--- src/hdl/mwcrg_pkg.sv ---
`timescale 1ns / 1ps
`default_nettype none
// ----------------------------------------------------------------------------
// mwcrg_pkg: shared types and constants of the MWC random generator
// Holds the command codes, the generator constants, the queue entry format
// and the status group that the back end reports to the top level.
// ----------------------------------------------------------------------------
package mwcrg_pkg;

   // Command codes carried on the request tuser.
   localparam logic [1:0] CMD_SEED   = 2'd0;
   localparam logic [1:0] CMD_DRAW   = 2'd1;
   localparam logic [1:0] CMD_RANGED = 2'd2;

   // Generator constants.
   localparam logic [15:0] MUL_Z      = 16'd36969;
   localparam logic [15:0] MUL_W      = 16'd18000;
   localparam int          HALF_SHIFT = 16;

   // Reset values of the two generator words.
   localparam logic [31:0] WORD_W_RESET = 32'd1;
   localparam logic [31:0] WORD_Z_RESET = 32'd2;

   // Depth of the queue between front and back end.
   localparam int QUEUE_DEPTH = 2;
   localparam int QUEUE_PTR_W = (QUEUE_DEPTH > 1) ? $clog2(QUEUE_DEPTH) : 1;
   localparam int QUEUE_CNT_W = $clog2(QUEUE_DEPTH + 1);

   // What the back end has to do with an item.
   typedef enum logic [2:0] {
      KIND_ZERO   = 3'd0,  // seed or unused command: all results zero
      KIND_RAW    = 3'd1,  // raw draw
      KIND_ERROR  = 3'd2,  // ranged draw with high below low
      KIND_WRAP   = 3'd3,  // ranged draw whose span wraps to zero
      KIND_MODULO = 3'd4   // ranged draw that needs the remainder
   } kind_type;

   // One queue entry.
   typedef struct packed {
      kind_type    kind;
      logic [31:0] raw;
      logic [31:0] low;
      logic [31:0] span;
   } entry_type;

   // Back end status seen by the top level.
   typedef struct packed {
      logic dividing;
      logic holding;
   } back_status_type;

endpackage
`default_nettype wire

--- src/hdl/mwcrg_front.sv ---
`timescale 1ns / 1ps
`default_nettype none
// ----------------------------------------------------------------------------
// mwcrg_front: command front end
// Accepts request items, owns the two generator words, advances them on a
// draw and classifies each item into a queue entry for the back end.
// ----------------------------------------------------------------------------
module mwcrg_front (
   input  wire                     clock,
   input  wire                     reset,
   input  wire                     req_valid,
   output logic                    req_ready,
   input  wire  [1:0]              cmd,
   input  wire  [31:0]             seed_w,
   input  wire  [31:0]             seed_z,
   input  wire  [31:0]             range_low,
   input  wire  [31:0]             range_high,
   input  wire                     queue_full,
   output logic                    push,
   output mwcrg_pkg::entry_type    push_entry
);

   logic [31:0] word_w_ff, word_w_in;
   logic [31:0] word_z_ff, word_z_in;
   logic [31:0] z_next, w_next, raw;
   logic [31:0] span;
   logic        inverted;
   logic        accept;

   assign req_ready = !queue_full;
   assign accept    = req_valid && req_ready;
   assign push      = accept;

   // One multiply-with-carry step on each half; the full 32-bit product is kept.
   assign z_next = {16'b0, mwcrg_pkg::MUL_Z} * {16'b0, word_z_ff[15:0]}
                 + {16'b0, word_z_ff[31:16]};
   assign w_next = {16'b0, mwcrg_pkg::MUL_W} * {16'b0, word_w_ff[15:0]}
                 + {16'b0, word_w_ff[31:16]};
   assign raw    = {z_next[15:0], 16'b0} + w_next;

   // Range checks for a ranged draw.
   assign inverted = $signed(range_high) < $signed(range_low);
   assign span     = range_high - range_low + 32'd1;

   // Next state of the generator words and the entry to push.
   always_comb begin
      word_w_in       = word_w_ff;
      word_z_in       = word_z_ff;
      push_entry.kind = mwcrg_pkg::KIND_ZERO;
      push_entry.raw  = raw;
      push_entry.low  = range_low;
      push_entry.span = span;
      unique case (cmd)
         mwcrg_pkg::CMD_SEED: begin
            word_w_in = (seed_w == 32'd0) ? 32'd1 : seed_w;
            word_z_in = (seed_z == 32'd0) ? 32'd1 : seed_z;
         end
         mwcrg_pkg::CMD_DRAW: begin
            word_w_in       = w_next;
            word_z_in       = z_next;
            push_entry.kind = mwcrg_pkg::KIND_RAW;
         end
         mwcrg_pkg::CMD_RANGED: begin
            word_w_in = w_next;
            word_z_in = z_next;
            if (inverted) begin
               push_entry.kind = mwcrg_pkg::KIND_ERROR;
            end else if (span == 32'd0) begin
               push_entry.kind = mwcrg_pkg::KIND_WRAP;
            end else begin
               push_entry.kind = mwcrg_pkg::KIND_MODULO;
            end
         end
         default: begin
            // Unused command leaves the state alone and gives zeros.
            push_entry.kind = mwcrg_pkg::KIND_ZERO;
         end
      endcase
   end

   // Generator words change only when an item is accepted.
   always_ff @(posedge clock) begin
      if (reset) begin
         word_w_ff <= mwcrg_pkg::WORD_W_RESET;
         word_z_ff <= mwcrg_pkg::WORD_Z_RESET;
      end else if (accept) begin
         word_w_ff <= word_w_in;
         word_z_ff <= word_z_in;
      end
   end

endmodule
`default_nettype wire

--- src/hdl/mwcrg_queue.sv ---
`timescale 1ns / 1ps
`default_nettype none
// ----------------------------------------------------------------------------
// mwcrg_queue: short FIFO between front and back end
// Holds classified items so that the front can take requests while the
// back end is busy with a remainder or a result waits to be taken.
// ----------------------------------------------------------------------------
module mwcrg_queue (
   input  wire                     clock,
   input  wire                     reset,
   input  wire                     push,
   input  mwcrg_pkg::entry_type    push_entry,
   input  wire                     pop,
   output mwcrg_pkg::entry_type    head_entry,
   output logic                    full,
   output logic                    empty
);

   localparam int PTR_W = mwcrg_pkg::QUEUE_PTR_W;
   localparam int CNT_W = mwcrg_pkg::QUEUE_CNT_W;
   localparam logic [PTR_W-1:0] LAST_PTR = PTR_W'(mwcrg_pkg::QUEUE_DEPTH - 1);
   localparam logic [CNT_W-1:0] FULL_CNT = CNT_W'(mwcrg_pkg::QUEUE_DEPTH);

   mwcrg_pkg::entry_type entries_ff [mwcrg_pkg::QUEUE_DEPTH];
   logic [PTR_W-1:0] wr_ptr_ff, wr_ptr_in;
   logic [PTR_W-1:0] rd_ptr_ff, rd_ptr_in;
   logic [CNT_W-1:0] count_ff, count_in;
   logic             do_push, do_pop;

   assign full       = (count_ff == FULL_CNT);
   assign empty      = (count_ff == '0);
   assign do_push    = push && !full;
   assign do_pop     = pop && !empty;
   assign head_entry = entries_ff[rd_ptr_ff];

   // Pointer and count updates, pointers wrap at the depth.
   always_comb begin
      wr_ptr_in = wr_ptr_ff;
      rd_ptr_in = rd_ptr_ff;
      count_in  = count_ff;
      if (do_push) begin
         wr_ptr_in = (wr_ptr_ff == LAST_PTR) ? '0 : wr_ptr_ff + PTR_W'(1);
      end
      if (do_pop) begin
         rd_ptr_in = (rd_ptr_ff == LAST_PTR) ? '0 : rd_ptr_ff + PTR_W'(1);
      end
      if (do_push && !do_pop) begin
         count_in = count_ff + CNT_W'(1);
      end else if (do_pop && !do_push) begin
         count_in = count_ff - CNT_W'(1);
      end
   end

   always_ff @(posedge clock) begin
      if (reset) begin
         wr_ptr_ff <= '0;
         rd_ptr_ff <= '0;
         count_ff  <= '0;
      end else begin
         wr_ptr_ff <= wr_ptr_in;
         rd_ptr_ff <= rd_ptr_in;
         count_ff  <= count_in;
      end
   end

   // Entry storage needs no reset.
   always_ff @(posedge clock) begin
      if (do_push) begin
         entries_ff[wr_ptr_ff] <= push_entry;
      end
   end

endmodule
`default_nettype wire

--- src/hdl/mwcrg_back.sv ---
`timescale 1ns / 1ps
`default_nettype none
// ----------------------------------------------------------------------------
// mwcrg_back: result back end
// Takes queue entries one at a time, runs a restoring remainder unit one bit
// per cycle for ranged draws that need it and holds the result until taken.
// ----------------------------------------------------------------------------
module mwcrg_back (
   input  wire                          clock,
   input  wire                          reset,
   input  wire                          queue_empty,
   input  mwcrg_pkg::entry_type         head_entry,
   output logic                         pop,
   output logic                         rsp_valid,
   input  wire                          rsp_ready,
   output logic [31:0]                  raw_value,
   output logic [31:0]                  ranged_value,
   output logic                         range_error,
   output mwcrg_pkg::back_status_type   status
);

   typedef enum logic [2:0] {
      ST_IDLE   = 3'b001,
      ST_DIVIDE = 3'b010,
      ST_HOLD   = 3'b100
   } state_type;

   state_type   state_ff, state_in;
   logic [31:0] rem_ff, rem_in;
   logic [31:0] dividend_ff, dividend_in;
   logic [31:0] span_ff, span_in;
   logic [31:0] low_ff, low_in;
   logic [4:0]  count_ff, count_in;
   logic [31:0] raw_ff, raw_in;
   logic [31:0] ranged_ff, ranged_in;
   logic        error_ff, error_in;
   logic [32:0] trial, diff;
   logic        fits;

   assign rsp_valid       = (state_ff == ST_HOLD);
   assign raw_value       = raw_ff;
   assign ranged_value    = ranged_ff;
   assign range_error     = error_ff;
   assign status.dividing = (state_ff == ST_DIVIDE);
   assign status.holding  = (state_ff == ST_HOLD);
   assign pop             = (state_ff == ST_IDLE) && !queue_empty;

   // One restoring step: shift in the next dividend bit, subtract if it fits.
   assign trial = {rem_ff, dividend_ff[31]};
   assign diff  = trial - {1'b0, span_ff};
   assign fits  = (trial >= {1'b0, span_ff});

   always_comb begin
      state_in    = state_ff;
      rem_in      = rem_ff;
      dividend_in = dividend_ff;
      span_in     = span_ff;
      low_in      = low_ff;
      count_in    = count_ff;
      raw_in      = raw_ff;
      ranged_in   = ranged_ff;
      error_in    = error_ff;
      unique case (state_ff)
         ST_IDLE: begin
            if (!queue_empty) begin
               raw_in      = head_entry.raw;
               ranged_in   = 32'd0;
               error_in    = 1'b0;
               rem_in      = 32'd0;
               dividend_in = head_entry.raw;
               span_in     = head_entry.span;
               low_in      = head_entry.low;
               count_in    = 5'd0;
               state_in    = ST_HOLD;
               unique case (head_entry.kind)
                  mwcrg_pkg::KIND_ZERO: begin
                     raw_in = 32'd0;
                  end
                  mwcrg_pkg::KIND_RAW: begin
                  end
                  mwcrg_pkg::KIND_ERROR: begin
                     error_in = 1'b1;
                  end
                  mwcrg_pkg::KIND_WRAP: begin
                     ranged_in = head_entry.raw + head_entry.low;
                  end
                  mwcrg_pkg::KIND_MODULO: begin
                     state_in = ST_DIVIDE;
                  end
                  default: begin
                     raw_in = 32'd0;
                  end
               endcase
            end
         end
         ST_DIVIDE: begin
            rem_in      = fits ? diff[31:0] : trial[31:0];
            dividend_in = {dividend_ff[30:0], 1'b0};
            count_in    = count_ff + 5'd1;
            if (count_ff == 5'd31) begin
               ranged_in = (fits ? diff[31:0] : trial[31:0]) + low_ff;
               state_in  = ST_HOLD;
            end
         end
         ST_HOLD: begin
            if (rsp_ready) begin
               state_in = ST_IDLE;
            end
         end
         default: begin
            state_in = ST_IDLE;
         end
      endcase
   end

   // Control state.
   always_ff @(posedge clock) begin
      if (reset) begin
         state_ff <= ST_IDLE;
         count_ff <= 5'd0;
      end else begin
         state_ff <= state_in;
         count_ff <= count_in;
      end
   end

   // Datapath and result registers.
   always_ff @(posedge clock) begin
      rem_ff      <= rem_in;
      dividend_ff <= dividend_in;
      span_ff     <= span_in;
      low_ff      <= low_in;
      raw_ff      <= raw_in;
      ranged_ff   <= ranged_in;
      error_ff    <= error_in;
   end

endmodule
`default_nettype wire

--- src/hdl/mwc_random_generator_unit.sv ---
`timescale 1ns / 1ps
`default_nettype none
// ----------------------------------------------------------------------------
// mwc_random_generator_unit: multiply-with-carry random number generator
// Two 32-bit MWC words with seed, raw draw and ranged draw commands.
// ----------------------------------------------------------------------------
// Each request item is a command; each gives exactly one response item, in
// order. A seed, a raw draw or a ranged draw that needs no remainder passes
// through the queue into the back end's result register, where its response
// waits to be taken. A ranged draw that needs a remainder is loaded into the
// back end, runs 32 steps of the one-bit-per-cycle restoring remainder unit
// and then presents its result. That unit sets the sustained rate. The front
// end advances the generator when a draw request is accepted and a two-entry
// queue lets it keep taking requests while the back end works.
// ----------------------------------------------------------------------------
module mwc_random_generator_unit (
   input  wire          clock,
   input  wire          reset,
   input  wire          req_tvalid,
   output logic         req_tready,
   // req_tdata: seed_w[31:0], seed_z[63:32], range_low[95:64], range_high[127:96]
   input  wire  [127:0] req_tdata,
   // req_tuser: cmd[1:0]
   input  wire  [1:0]   req_tuser,
   output logic         rsp_tvalid,
   input  wire          rsp_tready,
   // rsp_tdata: raw_value[31:0], ranged_value[63:32]
   output logic [63:0]  rsp_tdata,
   // rsp_tuser: range_error[0]
   output logic [0:0]   rsp_tuser
);

   logic                           push, pop;
   logic                           queue_full, queue_empty;
   mwcrg_pkg::entry_type           push_entry, head_entry;
   mwcrg_pkg::back_status_type     back_status;
   logic [31:0]                    raw_value, ranged_value;
   logic                           range_error;

   // Front end: accept and classify.
   mwcrg_front u_front (
      .clock      (clock),
      .reset      (reset),
      .req_valid  (req_tvalid),
      .req_ready  (req_tready),
      .cmd        (req_tuser),
      .seed_w     (req_tdata[31:0]),
      .seed_z     (req_tdata[63:32]),
      .range_low  (req_tdata[95:64]),
      .range_high (req_tdata[127:96]),
      .queue_full (queue_full),
      .push       (push),
      .push_entry (push_entry)
   );

   // Queue between the two halves.
   mwcrg_queue u_queue (
      .clock      (clock),
      .reset      (reset),
      .push       (push),
      .push_entry (push_entry),
      .pop        (pop),
      .head_entry (head_entry),
      .full       (queue_full),
      .empty      (queue_empty)
   );

   // Back end: remainder and result register.
   mwcrg_back u_back (
      .clock        (clock),
      .reset        (reset),
      .queue_empty  (queue_empty),
      .head_entry   (head_entry),
      .pop          (pop),
      .rsp_valid    (rsp_tvalid),
      .rsp_ready    (rsp_tready),
      .raw_value    (raw_value),
      .ranged_value (ranged_value),
      .range_error  (range_error),
      .status       (back_status)
   );

   assign rsp_tdata = {ranged_value, raw_value};
   assign rsp_tuser = range_error;

   // No response is offered right after reset.
   a_reset_idle: assert property (@(posedge clock) reset |=> !rsp_tvalid)
      else $error("response valid right after reset");

   // A flagged range error never carries a ranged value.
   a_error_zero: assert property (@(posedge clock) disable iff (reset)
      (rsp_tvalid && rsp_tuser[0]) |-> (rsp_tdata[63:32] == 32'd0))
      else $error("range error with nonzero ranged value");

   // While the remainder unit runs, no response is offered.
   a_divide_quiet: assert property (@(posedge clock) disable iff (reset)
      back_status.dividing |-> !rsp_tvalid)
      else $error("response valid during remainder steps");

   // The back end only pops an entry when idle and the queue holds one.
   a_pop_idle: assert property (@(posedge clock) disable iff (reset)
      pop |-> (!queue_empty && !back_status.dividing && !back_status.holding))
      else $error("queue popped while back end busy");

endmodule
`default_nettype wire

--- config.mk ---
export PLATFORM = sky130hd
export DESIGN_NAME = mwc_random_generator_unit
export DESIGN_NICKNAME = d
export VERILOG_FILES = /design/src/hdl/mwcrg_pkg.sv /design/src/hdl/mwcrg_front.sv /design/src/hdl/mwcrg_queue.sv /design/src/hdl/mwcrg_back.sv /design/src/hdl/mwc_random_generator_unit.sv
export SDC_FILE = /design/constraint.sdc
export NUM_CORES = 1
export LEC_CHECK = 0
export BUFFER_PORTS_ARGS = -buffer_cell sky130_fd_sc_hd__buf_2
export CAP_MARGIN = 40
export CORE_MARGIN = 2
export CORE_UTILIZATION = 32
export CTS_CLUSTER_DIAMETER = 40
export DETAILED_ROUTE_END_ITERATION = 12
export HOLD_SLACK_MARGIN = 0.15
export MAX_ROUTING_LAYER = met4
export PLACE_DENSITY = 0.49
export SLEW_MARGIN = 15
export SYNTH_ARGS = -nofsm -noshare
export SYNTH_HDL_FRONTEND = slang
export SYNTH_SLANG_ARGS = --single-unit
--- constraint.sdc ---
create_clock -name clock -period 7.6 [get_ports clock]
set_input_delay 0.76 -clock clock [delete_from_list [all_inputs] [get_ports clock]]
set_output_delay 0.76 -clock clock [all_outputs]
set_load 0.02 [all_outputs]
==> impl_metrics.ini <==
[outcome]
status = finished clean

[clock_tree]
cts_inserted_buffers = 84
cts_buffer_depth = 3
htree_levels = 3
worst_skew_pair.late_latency_ns = 0.65
setup_fix_bufs_post_cts = 0
cts.sinks = 468
clock_tree_from_tritoncts = yes
cts.reportedPaths.clkPinSlew_ns = 0.06
clock_tree.root_cell = sky130_fd_sc_hd__clkbuf_16

[synth]
yosys-mux-area-fraction_pct = 3.88
synth-adder-area-share_pct = 22.4
postSynthRegisterBits = 468
postSynth.topFlopCell = sky130_fd_sc_hd__edfxtp_1
yosysSeqAreaShare_pct = 39.3
mappedNetlistArea_sq_um = 33800
post_synth_num_cell_types = 96
largest_family_of_logic_cells_by_synthesized_area = adder cells
synth_xor_xnor_area_share_pct = 4.72
ys_async_sr_fraction_pct = 0
synth_area_per_cell_sq_um = 10.5
synth_simple_gate_area_share_pct = 10.3
yosysWarningCount = 0
post_synthesis_compound_gate_area_fraction_pct = 14.4
synth.net_count = 3889
synthCells = 3215
number_of_enable_type_register_cells_in_the_synthesized_netlist = 391

[die]
dieArea_sq_um = 108000
die_x_um = 329
core_area_sq_um = 105000
floorplan.rows = 119
initial_utilization_pct = 32.2
die_height_um = 329
ioPinCount = 201

[grt]
grtUsageMet1_pct = 23.4
global_routing_met3_resource_utilization_pct = 2.78
groute.layer.met2.usage_pct = 29.0
grt_antenna_before_repair = 8
grt-ovfl-total = 0
grt_pass1_vias = 24200
pin_count_of_the_biggest_net_entering_global_routing = 71
grt_util_all_layers_pct = 18.0
globalRoute.busiestLayer = met2
grt_pass1_wl_um = 144000

[setup_path]
timing.critical_path.slowest_cell_delay_ns = 0.55
slowest_stage = sky130_fd_sc_hd__fa_1
critPathKind = reg -> reg
cp.required_ns = 7.98
timing.reg2reg.setup_slack_ns = 0.47
critPathCaptureType = flip-flop
worst_setup_sp_type = flip-flop
cp_max_fo = 7
cp_common_cell = sky130_fd_sc_hd__ha_1
critical_path_arrival_ns = 7.50

[sta]
largest_clock_skew_in_the_final_design_ns = 0.0488
min_period_over_period_pct = 93.8
period_minus_slack_ns = 7.13
grt_setup_unrepaired = no
max_freq_mhz = 140
finalSetupTns_ns = 0
worst_margin_slew_ns = 0.795
maxSlewHeadroom_pct = 45.5
hold_violations = 0
finalSetupViolations = 0
drv_slew = 0

[cells_and_area]
final_cell_count_no_fill = 4927
leading_cell_type_in_the_layout_fill_and_taps_excluded = sky130_fd_sc_hd__ha_1
share_of_post_route_cells_with_drive_strength_above_1_pct = 15.2
finish.instance_area_sq_um = 39700
final_cell_mix = sky130_fd_sc_hd__ha_1, sky130_fd_sc_hd__edfxtp_1, sky130_fd_sc_hd__inv_1
area_delta_synth_final_pct = 17.4
num-nets-final = 4135

[detailed_routing]
avgRoutedWirePerCell_um = 19.2
drc = 0
dr.pass1.iters = 5
totalWireLength_um = 94700
num_vias = 24500
via_per_inst = 4.97
drt.antenna.violating_nets = 0
drt_first_iter_violations = 1418

[place]
numPlacedInstances = 4765
port-buffer-count = 200
detailed_place.area_sq_um = 36600
place.gp.congestion = 0.881
dp_hpwl_um = 75100

[min_path]
holdCritPathClass = in -> reg

[run]
drv.max_cap_violation_count = 0
[state kept, by name (all words and copies together) (netlist names), named ones only]
name and flops:
u_back.dividend_ff 32, u_queue.rd_ptr_ff 1, u_back.state_ff 3, u_back.count_ff 5, u_queue.wr_ptr_ff 1, u_back.span_ff 32
u_back.range_error 1, u_back.raw_value 32, u_front.word_w_ff 32, u_front.word_z_ff 32, u_back.rem_ff 32, u_queue.entries_ff 198
u_back.ranged_value 32, u_queue.count_ff 2, u_back.low_ff 32
[Yosys cell counts, types with 50 or more instances]
master	count	area (sq um)
sky130_fd_sc_hd__clkbuf_1	74	278
sky130_fd_sc_hd__nor2_1	222	833
sky130_fd_sc_hd__nor3_1	50	250
sky130_fd_sc_hd__o21ai_0	139	696
sky130_fd_sc_hd__fa_1	108	2160
sky130_fd_sc_hd__inv_1	374	1400
sky130_fd_sc_hd__nand2_1	159	597
sky130_fd_sc_hd__dfxtp_1	77	1540
sky130_fd_sc_hd__mux2_2	79	890
sky130_fd_sc_hd__xor2_1	57	499
sky130_fd_sc_hd__a21oi_1	225	1130
sky130_fd_sc_hd__xnor2_1	118	1030
sky130_fd_sc_hd__a21o_1	74	556
sky130_fd_sc_hd__edfxtp_1	391	11700
sky130_fd_sc_hd__ha_1	432	5410
[kinds of logic (layout without fill, tap and decap cells)]
logic type               Yosys count  in the layout
AO/OA/AOI/OAI                    743            743
multiplexers                     121            121
AND/OR/NAND/NOR                  708            708
other                              0              3
buffers and inverters            457            775
flip-flops                       468            468
adder cells (fa/ha/maj)          540            540
XOR/XNOR                         178            178
[worst max-delay path: cells and delay by family (launching register included)]
| family | cells | cell delay, ns |
|---|---|---|
| fa+ha+maj | 7 | 2.87 |
| compound gates | 6 | 1.01 |
| flops | 1 | 0.37 |
| buf+inv | 2 | 0.09 |
| simple gates | 9 | 1.81 |
| xor+xnor | 2 | 0.66 |
[path summary, 6_finish.rpt]
path / from / cells after the start / to
setup / recovery: u_front.word_w_ff[8] / 26 / u_queue.entries_ff[1][95]
hold / removal: req_tdata[78] / 1 / u_queue.entries_ff[1][46]
setup reg to reg: u_front.word_w_ff[8] / 26 / u_queue.entries_ff[1][95]
hold reg to reg: u_front.word_w_ff[25] / 2 / u_front.word_w_ff[25]
[metal layers]
layer / vias up / share of wire [%]
li1: 12100 / -
met1: 11700 / 45
met2: 568 / 47
met3: 139 / 5.0
met4: 0 / 2.7
met5: - / 0
[cell type report]
type,count,area (sq um)
Fill cell,10400,65300
Multi-Input combinational cell,2290,18900
Sequential cell,468,13300
Clock buffer,90,2150
Tap cell,1391,1740
Inverter,375,1410
Timing Repair Buffer,242,1350
Clock inverter,68,833
Antenna cell,3,7.51
[per-stage QoR]
step / utilization [%] / setup WS, ns / hold slack, ns
after global routing: 37.8 / 0.0216 / 0.299
after floorplan: - / 0.841 / 0.423
after detailed placement: 34.9 / 0.182 / 0.449
after global placement: 34.8 / 0.270 / 0.451
after CTS: 37.7 / 0.150 / 0.286
final: 37.8 / 0.474 / 0.326
[timing repair]
| action | CTS | global route |
|---|---|---|
| setup endpoints to repair | 0 | 8 |
| hold buffers | 0 | 0 |
| gates resized for setup | 0 | 16 |
Power is not shown: default switching activity piles up to over one toggle a cycle in this logic, so the estimate is an artifact.
